## config.mk

```make
export PLATFORM = sky130hd
export DESIGN_NAME = julian_day_date_converter_unit
export DESIGN_NICKNAME = d
export VERILOG_FILES = /design/src/rtl/jdc_pkg.sv /design/src/rtl/jdc_ctrl.sv /design/src/rtl/jdc_fwd.sv /design/src/rtl/jdc_inv.sv /design/src/rtl/julian_day_date_converter_unit.sv
export SDC_FILE = /design/constraint.sdc
export NUM_CORES = 2
export LEC_CHECK = 0
export BUFFER_PORTS_ARGS = -buffer_cell sky130_fd_sc_hd__buf_2
export CAP_MARGIN = 20
export CORE_ASPECT_RATIO = 0.5
export CORE_UTILIZATION = 35
export DETAILED_ROUTE_END_ITERATION = 6
export GPL_ROUTABILITY_DRIVEN = 0
export SLEW_MARGIN = 15
export SYNTH_ARGS = -nofsm -noshare
export SYNTH_HDL_FRONTEND = slang
export SYNTH_SLANG_ARGS = --single-unit
```

## constraint.sdc

```tcl
create_clock -name aclk -period 6.8 [get_ports aclk]
set_input_delay 1.02 -clock aclk [delete_from_list [all_inputs] [get_ports aclk]]
set_output_delay 1.02 -clock aclk [all_outputs]
set_load 0.02 [all_outputs]
```

## src/rtl/jdc_pkg.sv

```systemverilog
// ============================================================================
// jdc_pkg - shared types and constants of the Julian day date converter
// Field widths, word layouts, calendar constants and the small constant
// tables used by the date and day number datapaths.
// ============================================================================
package jdc_pkg;

    // Number of register stages from the input word to the output register.
    localparam int NSTG = 8;

    // Field widths.
    localparam int OP_W    = 1;
    localparam int YEAR_W  = 14;
    localparam int MONTH_W = 4;
    localparam int DAY_W   = 5;
    localparam int JDN_W   = 23;

    // Input word layout: year, month, day, day number from bit 0 up.
    localparam int S_YEAR_LSB  = 0;
    localparam int S_MONTH_LSB = S_YEAR_LSB + YEAR_W;
    localparam int S_DAY_LSB   = S_MONTH_LSB + MONTH_W;
    localparam int S_JDN_LSB   = S_DAY_LSB + DAY_W;
    localparam int S_USED_W    = S_JDN_LSB + JDN_W;
    localparam int S_TDATA_W   = ((S_USED_W + 7) / 8) * 8;

    // Output word layout: day number, year, month, day from bit 0 up.
    localparam int M_JDN_LSB   = 0;
    localparam int M_YEAR_LSB  = M_JDN_LSB + JDN_W;
    localparam int M_MONTH_LSB = M_YEAR_LSB + YEAR_W;
    localparam int M_DAY_LSB   = M_MONTH_LSB + MONTH_W;
    localparam int M_USED_W    = M_DAY_LSB + DAY_W;
    localparam int M_TDATA_W   = ((M_USED_W + 7) / 8) * 8;

    // Opcodes.
    localparam logic OP_DATE_TO_JDN = 1'b0;
    localparam logic OP_JDN_TO_DATE = 1'b1;

    // Date checks and two-digit year expansion.
    localparam int CENT_SPAN   = 100;
    localparam int PIVOT_YEAR  = 50;
    localparam int BASE_LATE   = 2000;
    localparam int BASE_EARLY  = 1900;
    localparam int YEAR_MAX    = 9999;
    localparam int YEAR_MONTHS = 12;
    localparam int MONTH_SHIFT = 2;

    // Forward formula constants.
    localparam int FWD_YEAR_OFS = 4800;
    localparam int FWD_CENT_OFS = 4900;
    localparam int QUAD_DAYS    = 1461;
    localparam int FWD_MON_NUM  = 367;
    localparam int FWD_BIAS     = 32075;
    localparam int CENT_RECIP   = 5243;   // x / 100 == (x * 5243) >> 19 for x below 43699
    localparam int CENT_SHIFT   = 19;

    // Inverse formula constants.
    localparam int JDN_MIN     = 1721426;
    localparam int JDN_MAX     = 5373484;
    localparam int INV_OFS     = 68569;
    localparam int QC_DAYS     = 146097;  // days in 400 years
    localparam int QC_SHIFT    = 25;
    localparam int QC_RECIP    = (1 << QC_SHIFT) / QC_DAYS;
    localparam int CY_NUM      = 4000;
    localparam int CY_DEN      = 1461001;
    localparam int CY_SHIFT    = 28;
    localparam int CY_RECIP    = (1 << CY_SHIFT) / CY_DEN;
    localparam int CY_MUL      = CY_NUM * CY_RECIP;
    localparam int MON_NUM     = 2447;
    localparam int MON_DEN     = 80;
    localparam int INV_DAY_OFS = 31;
    localparam int BASE_CENT   = 49;
    localparam int J2_MAX      = 12;
    localparam int J2_JAN      = 11;      // month index of January in the March-based count

    // Pipeline control between the handshake logic and the datapaths.
    typedef struct packed {
        logic [NSTG-1:0] ld;   // stage k takes a new word
    } pipe_ctl_t;

    typedef logic [15:0][8:0] tbl9_t;

    // Days before month index mm of the March-based year: (367 * mm) / 12.
    function automatic tbl9_t build_mon_tbl();
        tbl9_t tbl;
        for (int mm = 0; mm < 16; mm++) begin
            tbl[mm] = 9'((FWD_MON_NUM * mm) / YEAR_MONTHS);
        end
        return tbl;
    endfunction

    // Day offset of month index j2: (2447 * j2) / 80.
    function automatic tbl9_t build_doff_tbl();
        tbl9_t tbl;
        for (int j = 0; j < 16; j++) begin
            tbl[j] = 9'((MON_NUM * j) / MON_DEN);
        end
        return tbl;
    endfunction

    // Smallest l with (80 * l) / 2447 >= t.
    function automatic tbl9_t build_thr_tbl();
        tbl9_t tbl;
        for (int t = 0; t < 16; t++) begin
            tbl[t] = 9'((MON_NUM * t + MON_DEN - 1) / MON_DEN);
        end
        return tbl;
    endfunction

    localparam tbl9_t MON_TBL  = build_mon_tbl();
    localparam tbl9_t DOFF_TBL = build_doff_tbl();
    localparam tbl9_t THR_TBL  = build_thr_tbl();

endpackage

```

## src/rtl/jdc_ctrl.sv

```systemverilog
// ============================================================================
// jdc_ctrl - pipeline handshake control
// Keeps a valid bit per stage and lets each stage take a word whenever it is
// empty or its successor moves, so bubbles close up behind a stalled output.
// ============================================================================
module jdc_ctrl (
    input  logic               aclk,
    input  logic               aresetn,
    input  logic               s_tvalid,
    output logic               s_tready,
    output logic               m_tvalid,
    input  logic               m_tready,
    output jdc_pkg::pipe_ctl_t ctl
);
    import jdc_pkg::*;

    logic [NSTG-1:0] vld_reg;
    logic [NSTG-1:0] vld_next;
    logic [NSTG-1:0] vin;
    logic [NSTG:0]   rdy;

    // Ready ripples back from the output; a stage moves when it is empty
    // or the stage after it moves.
    always_comb begin
        rdy[NSTG] = m_tready;
        for (int k = NSTG - 1; k >= 0; k--) begin
            rdy[k] = !vld_reg[k] || rdy[k+1];
        end
        vin = {vld_reg[NSTG-2:0], s_tvalid};
        for (int k = 0; k < NSTG; k++) begin
            vld_next[k] = rdy[k] ? vin[k] : vld_reg[k];
        end
        ctl.ld = rdy[NSTG-1:0] & vin;
    end

    always_ff @(posedge aclk) begin
        if (!aresetn) begin
            vld_reg <= '0;
        end else begin
            vld_reg <= vld_next;
        end
    end

    assign s_tready = rdy[0];
    assign m_tvalid = vld_reg[NSTG-1];

`ifndef ASSERT_OFF
    // Every word offered to a stage that moves lands in that stage.
    a_advance: assert property (@(posedge aclk) disable iff (!aresetn)
        ((vin & rdy[NSTG-1:0]) != '0) |=>
        ((vld_reg & $past(vin & rdy[NSTG-1:0])) == $past(vin & rdy[NSTG-1:0])))
        else $error("jdc_ctrl: a word offered to a moving stage was dropped");

    // A stage whose successor is blocked keeps its word.
    a_hold: assert property (@(posedge aclk) disable iff (!aresetn)
        ((vld_reg & ~rdy[NSTG:1]) != '0) |=>
        ((vld_reg & $past(vld_reg & ~rdy[NSTG:1])) == $past(vld_reg & ~rdy[NSTG:1])))
        else $error("jdc_ctrl: a blocked stage lost its word");

    // A moving stage fed by an empty one becomes empty.
    a_bubble: assert property (@(posedge aclk) disable iff (!aresetn)
        ((~vin & rdy[NSTG-1:0]) != '0) |=>
        ((vld_reg & $past(~vin & rdy[NSTG-1:0])) == '0))
        else $error("jdc_ctrl: a stage became valid from a bubble");
`endif

endmodule

```

## src/rtl/jdc_fwd.sv

```systemverilog
// ============================================================================
// jdc_fwd - date to Julian day number datapath
// Checks and expands the date, evaluates the day number in three stages and
// carries the result down a delay line to the output stage.
// ============================================================================
module jdc_fwd (
    input  logic                           aclk,
    input  jdc_pkg::pipe_ctl_t             ctl,
    input  logic                           opcode,
    input  logic [jdc_pkg::YEAR_W-1:0]     date_year,
    input  logic [jdc_pkg::MONTH_W-1:0]    date_month,
    input  logic [jdc_pkg::DAY_W-1:0]      date_day,
    output logic [jdc_pkg::JDN_W-1:0]      day_number_out,
    output logic                           bad_out
);
    import jdc_pkg::*;

    localparam int FWD_DONE = 2;   // stage index where the day number is final

    // Stage 1 signals.
    logic [YEAR_W-1:0]  year_exp;
    logic               date_ok;
    logic               early;
    logic [YEAR_W-1:0]  f1_yy_next, f1_cx_next;
    logic [MONTH_W-1:0] f1_mm_next;
    logic [YEAR_W-1:0]  f1_yy_reg, f1_cx_reg;
    logic [MONTH_W-1:0] f1_mm_reg;
    logic [DAY_W-1:0]   f1_dd_reg;
    logic               f1_ok_reg, f1_bad_reg;

    // Stage 2 signals.
    logic [24:0]        a_prod;
    logic [26:0]        cent_prod;
    logic [JDN_W-1:0]   f2_a_reg;
    logic [8:0]         f2_b_reg;
    logic [7:0]         f2_cent_reg;
    logic [DAY_W-1:0]   f2_dd_reg;
    logic               f2_ok_reg, f2_bad_reg;

    // Stage 3 and delay line.
    logic [9:0]         c_prod;
    logic [23:0]        jsum;
    logic [JDN_W-1:0]   jn_next;
    logic [JDN_W-1:0]   jn_reg  [FWD_DONE:NSTG-1];
    logic               bad_reg [FWD_DONE:NSTG-1];

    // Two-digit year expansion, date check and March-based year and month.
    always_comb begin
        year_exp = date_year;
        if (date_year != '0 && date_year < YEAR_W'(CENT_SPAN)) begin
            year_exp = (date_year < YEAR_W'(PIVOT_YEAR)) ? date_year + YEAR_W'(BASE_LATE)
                                                         : date_year + YEAR_W'(BASE_EARLY);
        end
        date_ok = (year_exp != '0) && (year_exp <= YEAR_W'(YEAR_MAX)) &&
                  (date_month != '0) && (date_month <= MONTH_W'(YEAR_MONTHS)) &&
                  (date_day != '0);
        early      = (date_month <= MONTH_W'(MONTH_SHIFT));
        f1_yy_next = year_exp + YEAR_W'(FWD_YEAR_OFS) - YEAR_W'(early);
        f1_cx_next = year_exp + YEAR_W'(FWD_CENT_OFS) - YEAR_W'(early);
        f1_mm_next = early ? date_month + MONTH_W'(YEAR_MONTHS - MONTH_SHIFT)
                           : date_month - MONTH_W'(MONTH_SHIFT);
    end

    always_ff @(posedge aclk) begin
        if (ctl.ld[0]) begin
            f1_yy_reg  <= f1_yy_next;
            f1_cx_reg  <= f1_cx_next;
            f1_mm_reg  <= f1_mm_next;
            f1_dd_reg  <= date_day;
            f1_ok_reg  <= (opcode == OP_DATE_TO_JDN) && date_ok;
            f1_bad_reg <= (opcode == OP_DATE_TO_JDN) && !date_ok;
        end
    end

    // Four-year day count and century number by reciprocal.
    always_comb begin
        a_prod    = 25'(f1_yy_reg) * 25'(QUAD_DAYS);
        cent_prod = 27'(f1_cx_reg) * 27'(CENT_RECIP);
    end

    always_ff @(posedge aclk) begin
        if (ctl.ld[1]) begin
            f2_a_reg    <= a_prod[24:2];
            f2_b_reg    <= MON_TBL[f1_mm_reg];
            f2_cent_reg <= cent_prod[CENT_SHIFT +: 8];
            f2_dd_reg   <= f1_dd_reg;
            f2_ok_reg   <= f1_ok_reg;
            f2_bad_reg  <= f1_bad_reg;
        end
    end

    // Sum of the terms, zero unless the date was accepted.
    always_comb begin
        c_prod  = 10'(f2_cent_reg) * 10'd3;
        jsum    = 24'(f2_dd_reg) + 24'(f2_a_reg) + 24'(f2_b_reg)
                - 24'(c_prod[9:2]) - 24'(FWD_BIAS);
        jn_next = f2_ok_reg ? jsum[JDN_W-1:0] : '0;
    end

    always_ff @(posedge aclk) begin
        if (ctl.ld[FWD_DONE]) begin
            jn_reg[FWD_DONE]  <= jn_next;
            bad_reg[FWD_DONE] <= f2_bad_reg;
        end
        for (int k = FWD_DONE + 1; k < NSTG; k++) begin
            if (ctl.ld[k]) begin
                jn_reg[k]  <= jn_reg[k-1];
                bad_reg[k] <= bad_reg[k-1];
            end
        end
    end

    assign day_number_out = jn_reg[NSTG-1];
    assign bad_out        = bad_reg[NSTG-1];

endmodule

```

## src/rtl/jdc_inv.sv

```systemverilog
// ============================================================================
// jdc_inv - Julian day number to date datapath
// Eight stages: two constant divisions, each as a reciprocal estimate and a
// single correction, then the year, month and day assembly.
// ============================================================================
module jdc_inv (
    input  logic                           aclk,
    input  jdc_pkg::pipe_ctl_t             ctl,
    input  logic                           opcode,
    input  logic [jdc_pkg::JDN_W-1:0]      day_number_in,
    output logic [jdc_pkg::YEAR_W-1:0]     out_year,
    output logic [jdc_pkg::MONTH_W-1:0]    out_month,
    output logic [jdc_pkg::DAY_W-1:0]      out_day,
    output logic                           bad_out
);
    import jdc_pkg::*;

    // Control flags travel with the word through stages 1 to 7.
    logic [NSTG-2:0] ok_reg, bad_reg;

    // Stage 1: shifted day number and quotient estimate for 400-year cycles.
    logic [23:0] l_sum;
    logic [24:0] x1;
    logic [32:0] q0_prod;
    logic        in_rng;
    logic [24:0] s1_x1_reg;
    logic [7:0]  s1_q0_reg;

    // Stage 2: remainder of the estimate.
    logic [25:0] qd_prod, r0_w;
    logic [7:0]  s2_q0_reg;
    logic [18:0] s2_r0_reg;

    // Stage 3: corrected cycle count and day within the cycle.
    logic        ge_qc;
    logic [18:0] r_fix;
    logic [7:0]  s3_n_reg;
    logic [15:0] s3_l2_reg;

    // Stage 4: quotient estimate for years within the cycle.
    logic [16:0] lp;
    logic [36:0] qi_prod;
    logic [7:0]  s4_n_reg;
    logic [15:0] s4_l2_reg;
    logic [27:0] s4_x2_reg;
    logic [6:0]  s4_qi0_reg;

    // Stage 5: remainder of that estimate.
    logic [27:0] qd2_prod, ri0_w;
    logic [7:0]  s5_n_reg;
    logic [15:0] s5_l2_reg;
    logic [6:0]  s5_qi0_reg;
    logic [21:0] s5_ri0_reg;

    // Stage 6: corrected year within the cycle.
    logic [7:0]  s6_n_reg;
    logic [15:0] s6_l2_reg;
    logic [6:0]  s6_i_reg;

    // Stage 7: day within the March-based year and base year.
    logic [17:0] ip_prod;
    logic [16:0] l3_w;
    logic [7:0]  n_diff;
    logic [YEAR_W-1:0] yb_w;
    logic [8:0]  s7_l3_reg;
    logic [YEAR_W-1:0] s7_yb_reg;

    // Stage 8: month index, day, month, year.
    logic [3:0]         j2;
    logic [8:0]         d_w;
    logic               k_jan;
    logic [MONTH_W-1:0] m_w;
    logic [YEAR_W-1:0]  y_w;
    logic [YEAR_W-1:0]  y_reg;
    logic [MONTH_W-1:0] m_reg;
    logic [DAY_W-1:0]   d_reg;
    logic               bad_o_reg;

    always_comb begin
        l_sum   = 24'(day_number_in) + 24'(INV_OFS);
        x1      = {l_sum[22:0], 2'b00};
        q0_prod = 33'(x1) * 33'(QC_RECIP);
        in_rng  = (day_number_in >= JDN_W'(JDN_MIN)) && (day_number_in <= JDN_W'(JDN_MAX));
    end

    always_ff @(posedge aclk) begin
        if (ctl.ld[0]) begin
            s1_x1_reg  <= x1;
            s1_q0_reg  <= q0_prod[QC_SHIFT +: 8];
        end
    end

    always_comb begin
        qd_prod = 26'(s1_q0_reg) * 26'(QC_DAYS);
        r0_w    = 26'(s1_x1_reg) - qd_prod;
    end

    always_ff @(posedge aclk) begin
        if (ctl.ld[1]) begin
            s2_q0_reg <= s1_q0_reg;
            s2_r0_reg <= r0_w[18:0];
        end
    end

    // The estimate is low by at most one; one compare and subtract fixes it.
    // The day within the cycle is the remainder divided by four.
    always_comb begin
        ge_qc = (s2_r0_reg >= 19'(QC_DAYS));
        r_fix = ge_qc ? s2_r0_reg - 19'(QC_DAYS) : s2_r0_reg;
    end

    always_ff @(posedge aclk) begin
        if (ctl.ld[2]) begin
            s3_n_reg  <= s2_q0_reg + 8'(ge_qc);
            s3_l2_reg <= r_fix[17:2];
        end
    end

    always_comb begin
        lp      = 17'(s3_l2_reg) + 17'd1;
        qi_prod = 37'(lp) * 37'(CY_MUL);
    end

    always_ff @(posedge aclk) begin
        if (ctl.ld[3]) begin
            s4_n_reg   <= s3_n_reg;
            s4_l2_reg  <= s3_l2_reg;
            s4_x2_reg  <= 28'(lp) * 28'(CY_NUM);
            s4_qi0_reg <= qi_prod[CY_SHIFT +: 7];
        end
    end

    always_comb begin
        qd2_prod = 28'(s4_qi0_reg) * 28'(CY_DEN);
        ri0_w    = s4_x2_reg - qd2_prod;
    end

    always_ff @(posedge aclk) begin
        if (ctl.ld[4]) begin
            s5_n_reg   <= s4_n_reg;
            s5_l2_reg  <= s4_l2_reg;
            s5_qi0_reg <= s4_qi0_reg;
            s5_ri0_reg <= ri0_w[21:0];
        end
    end

    always_ff @(posedge aclk) begin
        if (ctl.ld[5]) begin
            s6_n_reg  <= s5_n_reg;
            s6_l2_reg <= s5_l2_reg;
            s6_i_reg  <= s5_qi0_reg + 7'(s5_ri0_reg >= 22'(CY_DEN));
        end
    end

    always_comb begin
        ip_prod = 18'(s6_i_reg) * 18'(QUAD_DAYS);
        l3_w    = 17'(s6_l2_reg) + 17'(INV_DAY_OFS) - 17'(ip_prod[17:2]);
        n_diff  = s6_n_reg - 8'(BASE_CENT);
        yb_w    = YEAR_W'(n_diff) * YEAR_W'(CENT_SPAN) + YEAR_W'(s6_i_reg);
    end

    always_ff @(posedge aclk) begin
        if (ctl.ld[6]) begin
            s7_l3_reg <= l3_w[8:0];
            s7_yb_reg <= yb_w;
        end
    end

    // Flags of stages 1 to 7.
    always_ff @(posedge aclk) begin
        if (ctl.ld[0]) begin
            ok_reg[0]  <= (opcode == OP_JDN_TO_DATE) && in_rng;
            bad_reg[0] <= (opcode == OP_JDN_TO_DATE) && !in_rng;
        end
        for (int k = 1; k < NSTG - 1; k++) begin
            if (ctl.ld[k]) begin
                ok_reg[k]  <= ok_reg[k-1];
                bad_reg[k] <= bad_reg[k-1];
            end
        end
    end

    // Month index from monotonic thresholds, then the date fields.
    always_comb begin
        j2 = '0;
        for (int t = 1; t <= J2_MAX; t++) begin
            if (s7_l3_reg >= THR_TBL[t]) begin
                j2 = 4'(t);
            end
        end
        d_w   = s7_l3_reg - DOFF_TBL[j2];
        k_jan = (j2 >= 4'(J2_JAN));
        m_w   = k_jan ? j2 - 4'(YEAR_MONTHS - MONTH_SHIFT) : j2 + 4'(MONTH_SHIFT);
        y_w   = s7_yb_reg + YEAR_W'(k_jan);
    end

    always_ff @(posedge aclk) begin
        if (ctl.ld[NSTG-1]) begin
            y_reg     <= ok_reg[NSTG-2] ? y_w : '0;
            m_reg     <= ok_reg[NSTG-2] ? m_w : '0;
            d_reg     <= ok_reg[NSTG-2] ? d_w[DAY_W-1:0] : '0;
            bad_o_reg <= bad_reg[NSTG-2];
        end
    end

    assign out_year  = y_reg;
    assign out_month = m_reg;
    assign out_day   = d_reg;
    assign bad_out   = bad_o_reg;

endmodule

```

## src/rtl/julian_day_date_converter_unit.sv

```systemverilog
// Throughput: one word per cycle while the output is not held; the eight-stage
// pipeline of the day-number-to-date path sets the depth, and the date-to-day-number
// path is delayed to match it.
// A held output blocks only the stages behind it that are full; empty stages keep taking words.
// Reset: aresetn, synchronous and active low, clears all stage valid bits; no data is reset.
// ============================================================================
// julian_day_date_converter_unit - Gregorian date and Julian day number converter
// Opcode in s_tuser selects date to day number or day number to date;
// rejected operands raise the flag in m_tuser and give zero fields.
// ============================================================================
module julian_day_date_converter_unit (
    input  logic                             aclk,
    input  logic                             aresetn,
    input  logic                             s_tvalid,
    output logic                             s_tready,
    input  logic [jdc_pkg::S_TDATA_W-1:0]    s_tdata,   // date_year, date_month, date_day,
                                                        // day_number_in, zero fill
    input  logic [0:0]                       s_tuser,   // opcode
    output logic                             m_tvalid,
    input  logic                             m_tready,
    output logic [jdc_pkg::M_TDATA_W-1:0]    m_tdata,   // day_number_out, out_year,
                                                        // out_month, out_day, zero fill
    output logic [0:0]                       m_tuser    // bad_input
);
    import jdc_pkg::*;

    pipe_ctl_t          ctl;
    logic [JDN_W-1:0]   day_number_out;
    logic [YEAR_W-1:0]  out_year;
    logic [MONTH_W-1:0] out_month;
    logic [DAY_W-1:0]   out_day;
    logic               fwd_bad, inv_bad;

    // Handshake and stage valid bits.
    jdc_ctrl u_ctrl (
        .aclk     (aclk),
        .aresetn  (aresetn),
        .s_tvalid (s_tvalid),
        .s_tready (s_tready),
        .m_tvalid (m_tvalid),
        .m_tready (m_tready),
        .ctl      (ctl)
    );

    // Date to day number.
    jdc_fwd u_fwd (
        .aclk           (aclk),
        .ctl            (ctl),
        .opcode         (s_tuser[0]),
        .date_year      (s_tdata[S_YEAR_LSB +: YEAR_W]),
        .date_month     (s_tdata[S_MONTH_LSB +: MONTH_W]),
        .date_day       (s_tdata[S_DAY_LSB +: DAY_W]),
        .day_number_out (day_number_out),
        .bad_out        (fwd_bad)
    );

    // Day number to date.
    jdc_inv u_inv (
        .aclk          (aclk),
        .ctl           (ctl),
        .opcode        (s_tuser[0]),
        .day_number_in (s_tdata[S_JDN_LSB +: JDN_W]),
        .out_year      (out_year),
        .out_month     (out_month),
        .out_day       (out_day),
        .bad_out       (inv_bad)
    );

    // Output word; each path zeroes its fields unless its opcode was taken and its operand accepted.
    always_comb begin
        m_tdata                             = '0;
        m_tdata[M_JDN_LSB +: JDN_W]         = day_number_out;
        m_tdata[M_YEAR_LSB +: YEAR_W]       = out_year;
        m_tdata[M_MONTH_LSB +: MONTH_W]     = out_month;
        m_tdata[M_DAY_LSB +: DAY_W]         = out_day;
        m_tuser[0]                          = fwd_bad | inv_bad;
    end

endmodule

```

Word-level counts from Yosys, hierarchy flattened
Memory sizes are Yosys's and may differ from the RTL's. A register that Yosys moved wholly into a read port is not among the register bits.
Cells that the tools add are included.

word-level totals
  RAM bits = 144
  word-level logic and storage cells = 186
  memories kept = 4
  input port bits = 53
  output and inout bits = 51
  memory bits (read-only) = 288
  bits in registers = 333

cells by class
  reduce and logical (&&, ||, !) cells = 32
  add/subtract/negate cells = 27
  multiply operators = 10
  order comparisons = 23
  multiplexer cells = 31
  bitwise logic cells = 3

memory list
  memory            depth  width  rd ports  clocked after Yosys merged registers in  wr ports  line            source
  (name not given)  16     9      1         0                                        0         jdc_inv.sv:191  d_w = s7_l3_reg - DOFF_TBL[j2];
  (name not given)  16     9      1         1                                        0         jdc_fwd.sv:84   f2_b_reg <= MON_TBL[f1_mm_reg];
  u_fwd.jn_reg      6      23     6         0                                        6         jdc_fwd.sv:44   logic [JDN_W-1:0] jn_reg [FWD_DONE:NSTG-1];
  u_fwd.bad_reg     6      1      6         0                                        6         jdc_fwd.sv:45   logic bad_reg [FWD_DONE:NSTG-1];

operators by type and width
  kind                                                                 number
  greater-or-equal comparator 9 x 8 -> 1 bit, second input constant    4
  greater-or-equal comparator 9 bit, second input constant             4
  multiplier 23 x 8 -> 31 bit, second input constant                   1
  multiplier 17 x 15 -> 30 bit, second input constant                  1
  adder 14 x 11 -> 14 bit, second input constant                       2
  adder 14 x 13 -> 14 bit, second input constant                       2
  2-to-1 mux 14 bit                                                    2
  2-to-1 mux 4 bit                                                     7
  nonzero test 14 bit                                                  2
  subtractor 14 x 1 -> 14 bit                                          2
  multiplier 14 x 13 -> 27 bit, second input constant                  1
  multiplier 14 x 11 -> 25 bit, second input constant                  1
  adder 23 x 17 -> 23 bit, second input constant                       1
  adder 23 x 9 -> 23 bit                                               1
  adder 5 x 23 -> 23 bit                                               1
  greater-or-equal comparator 23 x 21 -> 1 bit, second input constant  1
  less-or-equal comparator 23 bit, second input constant               1
  2-to-1 mux 23 bit                                                    1
  subtractor 23 x 15 -> 23 bit, second input constant                  1
  subtractor 23 x 8 -> 23 bit                                          1
  greater-or-equal comparator 22 x 21 -> 1 bit, second input constant  1
  multiplier 7 x 21 -> 22 bit, second input constant                   1
  subtractor 22 bit                                                    1
  greater-or-equal comparator 19 x 18 -> 1 bit, second input constant  1
  43 further kinds                                                     85

Logic depth before layout (Yosys ltp)
  depth in word-level cells = 16
  mapped depth = 26
  depth with buffers taken out = 26

Cells and area by module
A second synthesis with hierarchy kept.

second synthesis, totals
  cell total of the unflattened synthesis = 3805
  area, all modules = 42948.7 um^2

modules (own cells, without submodules)
  module                          area each (um^2)  cells each  seq. area each (um^2)  times used
  jdc_inv                         25105.3           2293        7417.1                 1
  jdc_fwd                         17445.5           1469        6846.6                 1
  jdc_ctrl                        372.9             39          160.2                  1
  julian_day_date_converter_unit  25.0              4           0.0                    1

Worst setup path before layout
No wires, ideal clock.

  path kind = input to register
  from = in m_tready
  to = mem u_fwd.bad_reg[3] (enable)
  path buffers = 1
  required time = 6206 ps
  path slack = -254 ps
  stages = 5
  arrival time = 6460 ps
  library setup time = 594 ps
  cells stage by stage = nor2b_1 > and2_1 > and3_1 > clkbuf_1 > a21boi_0

RTL lines
  item             line                                  source
  start, declared  julian_day_date_converter_unit.sv:20  input logic m_tready,
  end, declared    jdc_fwd.sv:45

Worst setup path after layout
  from = reg u_inv.s3_l2_reg[2]
  to = reg u_inv.s4_qi0_reg[6], data pin

between the ends
  word-level cells in the longest chain between the ends = 2

ends and longest elaborated chain
  item                          line            source
  start, declared               jdc_inv.sv:38   logic [15:0] s3_l2_reg;
  start signal, assigned        jdc_inv.sv:115  s3_l2_reg <= r_fix[17:2];
  adder 16 x 1 -> 17 bit        jdc_inv.sv:120  lp = 17'(s3_l2_reg) + 17'd1;
  multiplier 17 x 15 -> 30 bit  jdc_inv.sv:121  qi_prod = 37'(lp) * 37'(CY_MUL);
  named net u_inv.qi_prod[34]   jdc_inv.sv:42   logic [36:0] qi_prod;
  end signal, assigned          jdc_inv.sv:129  s4_qi0_reg <= qi_prod[CY_SHIFT +: 7];
  end, declared                 jdc_inv.sv:46   logic [6:0] s4_qi0_reg;

The timed path passes the listed nets, and every way through them passes these cells.
A chain may end at the register's enable or synchronous reset.

==> summary.txt <==
Placement
  – Number of buffer cells added on primary ports: between 90 and 100
  – Detailed-placement wirelength estimate: about 66000 microns
  – Cell area reported after detailed placement: about 45000 sq um
  – Cell count after placement: 5449

Critical path
  – Critical Path Source Type: register
  – Master of the slowest instance on the critical path: sky130_fd_sc_hd__fa_1
  – CP dominant cell by count: sky130_fd_sc_hd__fa_1
  – Buffering stage count on the worst path with inverters included: 6
  – Worst Path Arrival: roughly 7 ns
  – Depth of the most critical reg-to-reg path: 26
  – Crit-path max FO: 5
  – Required time at the endpoint of the critical path: slightly above 7 ns
  – Category of the most critical setup path: reg2reg
  – Family of cells with the greatest summed delay on the critical path: adder cells
  – Reg-to-Reg End: u_inv.s4_qi0_reg[6]
  – Launching point of the worst reg2reg path: u_inv.s3_l2_reg[2]
  – Type of destination of the critical path: register
  – Worst-case register-to-register setup slack: between 0.2 and 0.3 ns
  – Stage delay of the slowest cell on the critical path: between 0.5 and 0.6 ns

Yosys
  – Syn_area_per_cell: 11.44 sq um
  – Synth warnings: 0
  – Register area share after synthesis: about a third
  – Post-synthesis sequential element count: a little under 500
  – Post-synthesis instance area: roughly 42000 sq um
  – Share of the synthesized netlist area taken by xor and xnor gates: around 6.5%
  – Area fraction in compound gates after synthesis: 6.975%
  – Adder-cell share of the synthesized area: approximately two fifths
  – Number of enable flip-flop cells after synthesis: between 400 and 500
  – Fraction of the mapped netlist area in simple logic gates: about 6.6%
  – Post-synthesis cell count: around 3700
  – Largest family of logic cells by synthesized area: adder cells
  – Prevailing post-synth register cell: sky130_fd_sc_hd__edfxtp_1
  – Post-synthesis mux area share: less than 1%
  – Distinct cells, synth: 88
  – Fraction of registers with async set or reset after synthesis: 0%

Die
  – Vertical die dimension: approximately 250 microns
  – Number of placed I/O pins: between 100 and 150
  – Full die area: roughly 120000 sq um
  – Starting Density: a little over a third
  – Die width: around 490 microns
  – Std cell rows: between 80 and 90
  – Floorplan core area: between 100000 and 150000 sq um

Drt
  – Detail-routed via count per cell: approximately 4.6
  – Wire length reported by the detailed router: ~80000 microns
  – Routed WL per cell: 14.27 microns
  – Remaining design rule violation count: 0
  – Antenna viol nets, final: 0
  – First DRT Iteration DRCs: about 1300
  – Via Count: 25640
  – 1st-pass router iterations: 7

Global route
  – Via count of the first global-routing pass: 27180
  – Met2 usage: between 20% and 30%
  – Met1 Usage GRT: 17.41%
  – First-pass GRT wire length: 134300 microns
  – Largest net degree at the start of global routing: a little over 70
  – M3 GR Usage: 1.847%
  – Routing layer with the top usage in global route: met2
  – GRT overflow: 0
  – Initial antenna violation count: 2
  – GRT Total Usage: between 10% and 20%

Clock network
  – Clock tree from TritonCTS: yes
  – Clock Tree Buf Depth: 3
  – CTS buffer count: 50
  – Insertion delay of the later-clocked pin in the worst-skew pair: around 0.61 ns
  – Clk sinks: between 400 and 500
  – Root Buffer: sky130_fd_sc_hd__clkbuf_16
  – Number of H-tree levels: 2
  – Clock slew seen by the registers of the worst setup and hold paths: about 0.06 ns

STA
  – Count of final hold-check violations: 0
  – Slew Viols, Final: 0
  – Headroom to the max-slew limit: 31.67%
  – Worst setup skew after layout: about 0.016 ns
  – Post-route fraction of the period consumed by the critical path: about 96%
  – Hold WS: between 0.4 and 0.5 ns
  – Final critical delay including setup and external delays: 6.511 ns
  – # setup viols final: 0
  – Max Freq: roughly 150 MHz
  – Tightest Pin Transition: 1.025 ns

Min path
  – Class of the tightest hold or removal check: reg2reg
  – Worst Hold Launch: u_fwd.jn_reg[6][7]
  – Worst hold path endpoint: u_fwd.jn_reg[7][7]
  – Worst hold stages: 0

Cells and area
  – Finished Cell Area: around 47000 sq um
  – Share of layout cells above drive strength 1: 8.712%
  – Total area of multi-input combinational cells: around 25000 sq um
  – Area growth from synthesis to layout: 11.75%
  – End-of-flow core utilization: ~40%
  – Post-layout net count: roughly 5000
  – Post-route non-filler standard cell count: 5552
  – Max reg flops: between 100 and 150
  – Number of fill cells: roughly 11000
  – FF+latch area: 14420 sq um
  – Antenna diode instance count: 0

Flow run
  – Number of max-cap violations: 0

Status
  – Result of the run: completed
==> worst max path at each step <==
| stage | startpoint | endpoint | slack [ns] | cells past startpoint |
|---|---|---|---|---|
| 2_1_floorplan | u_inv.s3_l2_reg[0] | u_inv.s4_qi0_reg[6] | 0.01 | 24 |
| 3_3_place_gp | s_tdata[23] | u_inv.s1_q0_reg[7] | 0.07 | 24 |
| 3_5_place_dp | u_inv.s3_l2_reg[4] | u_inv.s4_qi0_reg[6] | -0.006 | 26 |
| 4_1_cts | u_inv.s3_l2_reg[4] | u_inv.s4_qi0_reg[6] | 0.06 | 25 |
| 5_1_grt | u_inv.s3_l2_reg[3] | u_inv.s4_qi0_reg[6] | -0.07 | 28 |
| 6_report | u_inv.s3_l2_reg[2] | u_inv.s4_qi0_reg[6] | 0.29 | 26 |
==> cell families after synthesis <==
| family | after synthesis |
|---|---|
| AND/OR/NAND/NOR | 538 |
| adder cells (fa/ha/maj) | 1072 |
| buffers and inverters | 838 |
| XOR/XNOR | 315 |
| flip-flops | 483 |
| other | 1 |
| AO/OA/AOI/OAI | 456 |
| multiplexers | 8 |
==> Yosys cell counts (8+ instances only) <==
cell type                  number  area [sq um]
sky130_fd_sc_hd__a21boi_0      15         112.6
sky130_fd_sc_hd__xnor2_1      214          1874
sky130_fd_sc_hd__inv_1        805          3022
sky130_fd_sc_hd__nand3_1       60         300.3
sky130_fd_sc_hd__o31ai_1       11         82.58
sky130_fd_sc_hd__o211ai_1      15         112.6
sky130_fd_sc_hd__o21a_1        28         210.2
sky130_fd_sc_hd__nand4_1       19         118.9
sky130_fd_sc_hd__nand2_1       94         352.8
sky130_fd_sc_hd__or2_2         11         68.82
sky130_fd_sc_hd__and3_1        27         168.9
sky130_fd_sc_hd__clkbuf_1      22         82.58
sky130_fd_sc_hd__a211oi_1      16         120.1
sky130_fd_sc_hd__a31oi_1       19         118.9
sky130_fd_sc_hd__nor3_1        46         230.2
sky130_fd_sc_hd__or3_1         16         100.1
sky130_fd_sc_hd__o21ai_0       83         415.4
sky130_fd_sc_hd__ha_1         691          8646
sky130_fd_sc_hd__edfxtp_1     475         14260
sky130_fd_sc_hd__a21o_1        35         262.8
sky130_fd_sc_hd__a21oi_1      143         715.7
sky130_fd_sc_hd__xor2_1       101         884.6
sky130_fd_sc_hd__nand2b_1      17         106.4
sky130_fd_sc_hd__nor2_1       131         491.7
sky130_fd_sc_hd__and2_1        39         244.0
sky130_fd_sc_hd__nor4_1        10         62.56
sky130_fd_sc_hd__dfxtp_1        8         160.2
sky130_fd_sc_hd__nor2b_1       26         162.7
sky130_fd_sc_hd__o21bai_1      22         165.2
sky130_fd_sc_hd__fa_1         381          7627
==> cell type report <==
| cell class | count | share of cell area [%] |
|---|---|---|
| clock buffer | 52 | 2.698 |
| clock inverter | 42 | 1.039 |
| inverter | 810 | 6.416 |
| multi-input combinational | 2391 | 52.89 |
| sequential | 483 | 30.40 |
| tap | 1592 | 4.198 |
| timing repair buffer | 182 | 2.357 |
==> what timing repair did <==
action                                  4_1_cts  5_1_grt
setup buffers                                 0        8
resized for setup                             1       26
endpoints found under the setup margin        1        4
pin swaps                                     0       13
hold buffers                                  0        0
==> metal layers <==
| layer | vias up | routed length [microns] |
|---|---|---|
| li1 | 12860 | - |
| met1 | 12380 | 37400 |
| met2 | 315 | 38000 |
| met3 | 83 | 2354 |
| met4 | 0 | 1469 |
| met5 | - | 0 |
==> through the flow <==
step	setup TNS, ns	setup WS [ns]
floorplan	0	0.01076
global placement	0	0.06638
detailed placement	-0.005830	-0.005830
CTS	0	0.05595
global route	-0.1635	-0.06898
finish	0	0.2889
==> cells in the final DEF, fill, tap and decap left out, types with 8 or more instances in the layout <==
cell type	instances
sky130_fd_sc_hd__inv_1	803
sky130_fd_sc_hd__ha_1	689
sky130_fd_sc_hd__edfxtp_1	475
sky130_fd_sc_hd__fa_1	380
sky130_fd_sc_hd__xnor2_1	208
sky130_fd_sc_hd__a21oi_1	141
sky130_fd_sc_hd__nor2_1	129
sky130_fd_sc_hd__xor2_1	99
sky130_fd_sc_hd__buf_2	99
sky130_fd_sc_hd__nand2_1	93
sky130_fd_sc_hd__o21ai_0	82
sky130_fd_sc_hd__buf_4	82
sky130_fd_sc_hd__nand3_1	59
sky130_fd_sc_hd__clkbuf_16	51
sky130_fd_sc_hd__nor3_1	46
sky130_fd_sc_hd__and2_1	38
sky130_fd_sc_hd__a21o_1	35
sky130_fd_sc_hd__o21a_1	28
sky130_fd_sc_hd__and3_1	26
sky130_fd_sc_hd__nor2b_1	22
sky130_fd_sc_hd__o21bai_1	22
sky130_fd_sc_hd__nand4_1	19
sky130_fd_sc_hd__a31oi_1	17
sky130_fd_sc_hd__nand2b_1	17
sky130_fd_sc_hd__or3_1	16
sky130_fd_sc_hd__a211oi_1	16
sky130_fd_sc_hd__o211ai_1	15
sky130_fd_sc_hd__a21boi_0	13
sky130_fd_sc_hd__o31ai_1	11
sky130_fd_sc_hd__or2_2	11
sky130_fd_sc_hd__clkinv_1	10
sky130_fd_sc_hd__nor4_1	10
sky130_fd_sc_hd__clkinv_2	9
sky130_fd_sc_hd__clkinvlp_4	8
sky130_fd_sc_hd__bufinv_16	8
sky130_fd_sc_hd__dfxtp_1	8
Power is not shown: default switching activity piles up to over one toggle a cycle in this logic, so the estimate is an artifact.
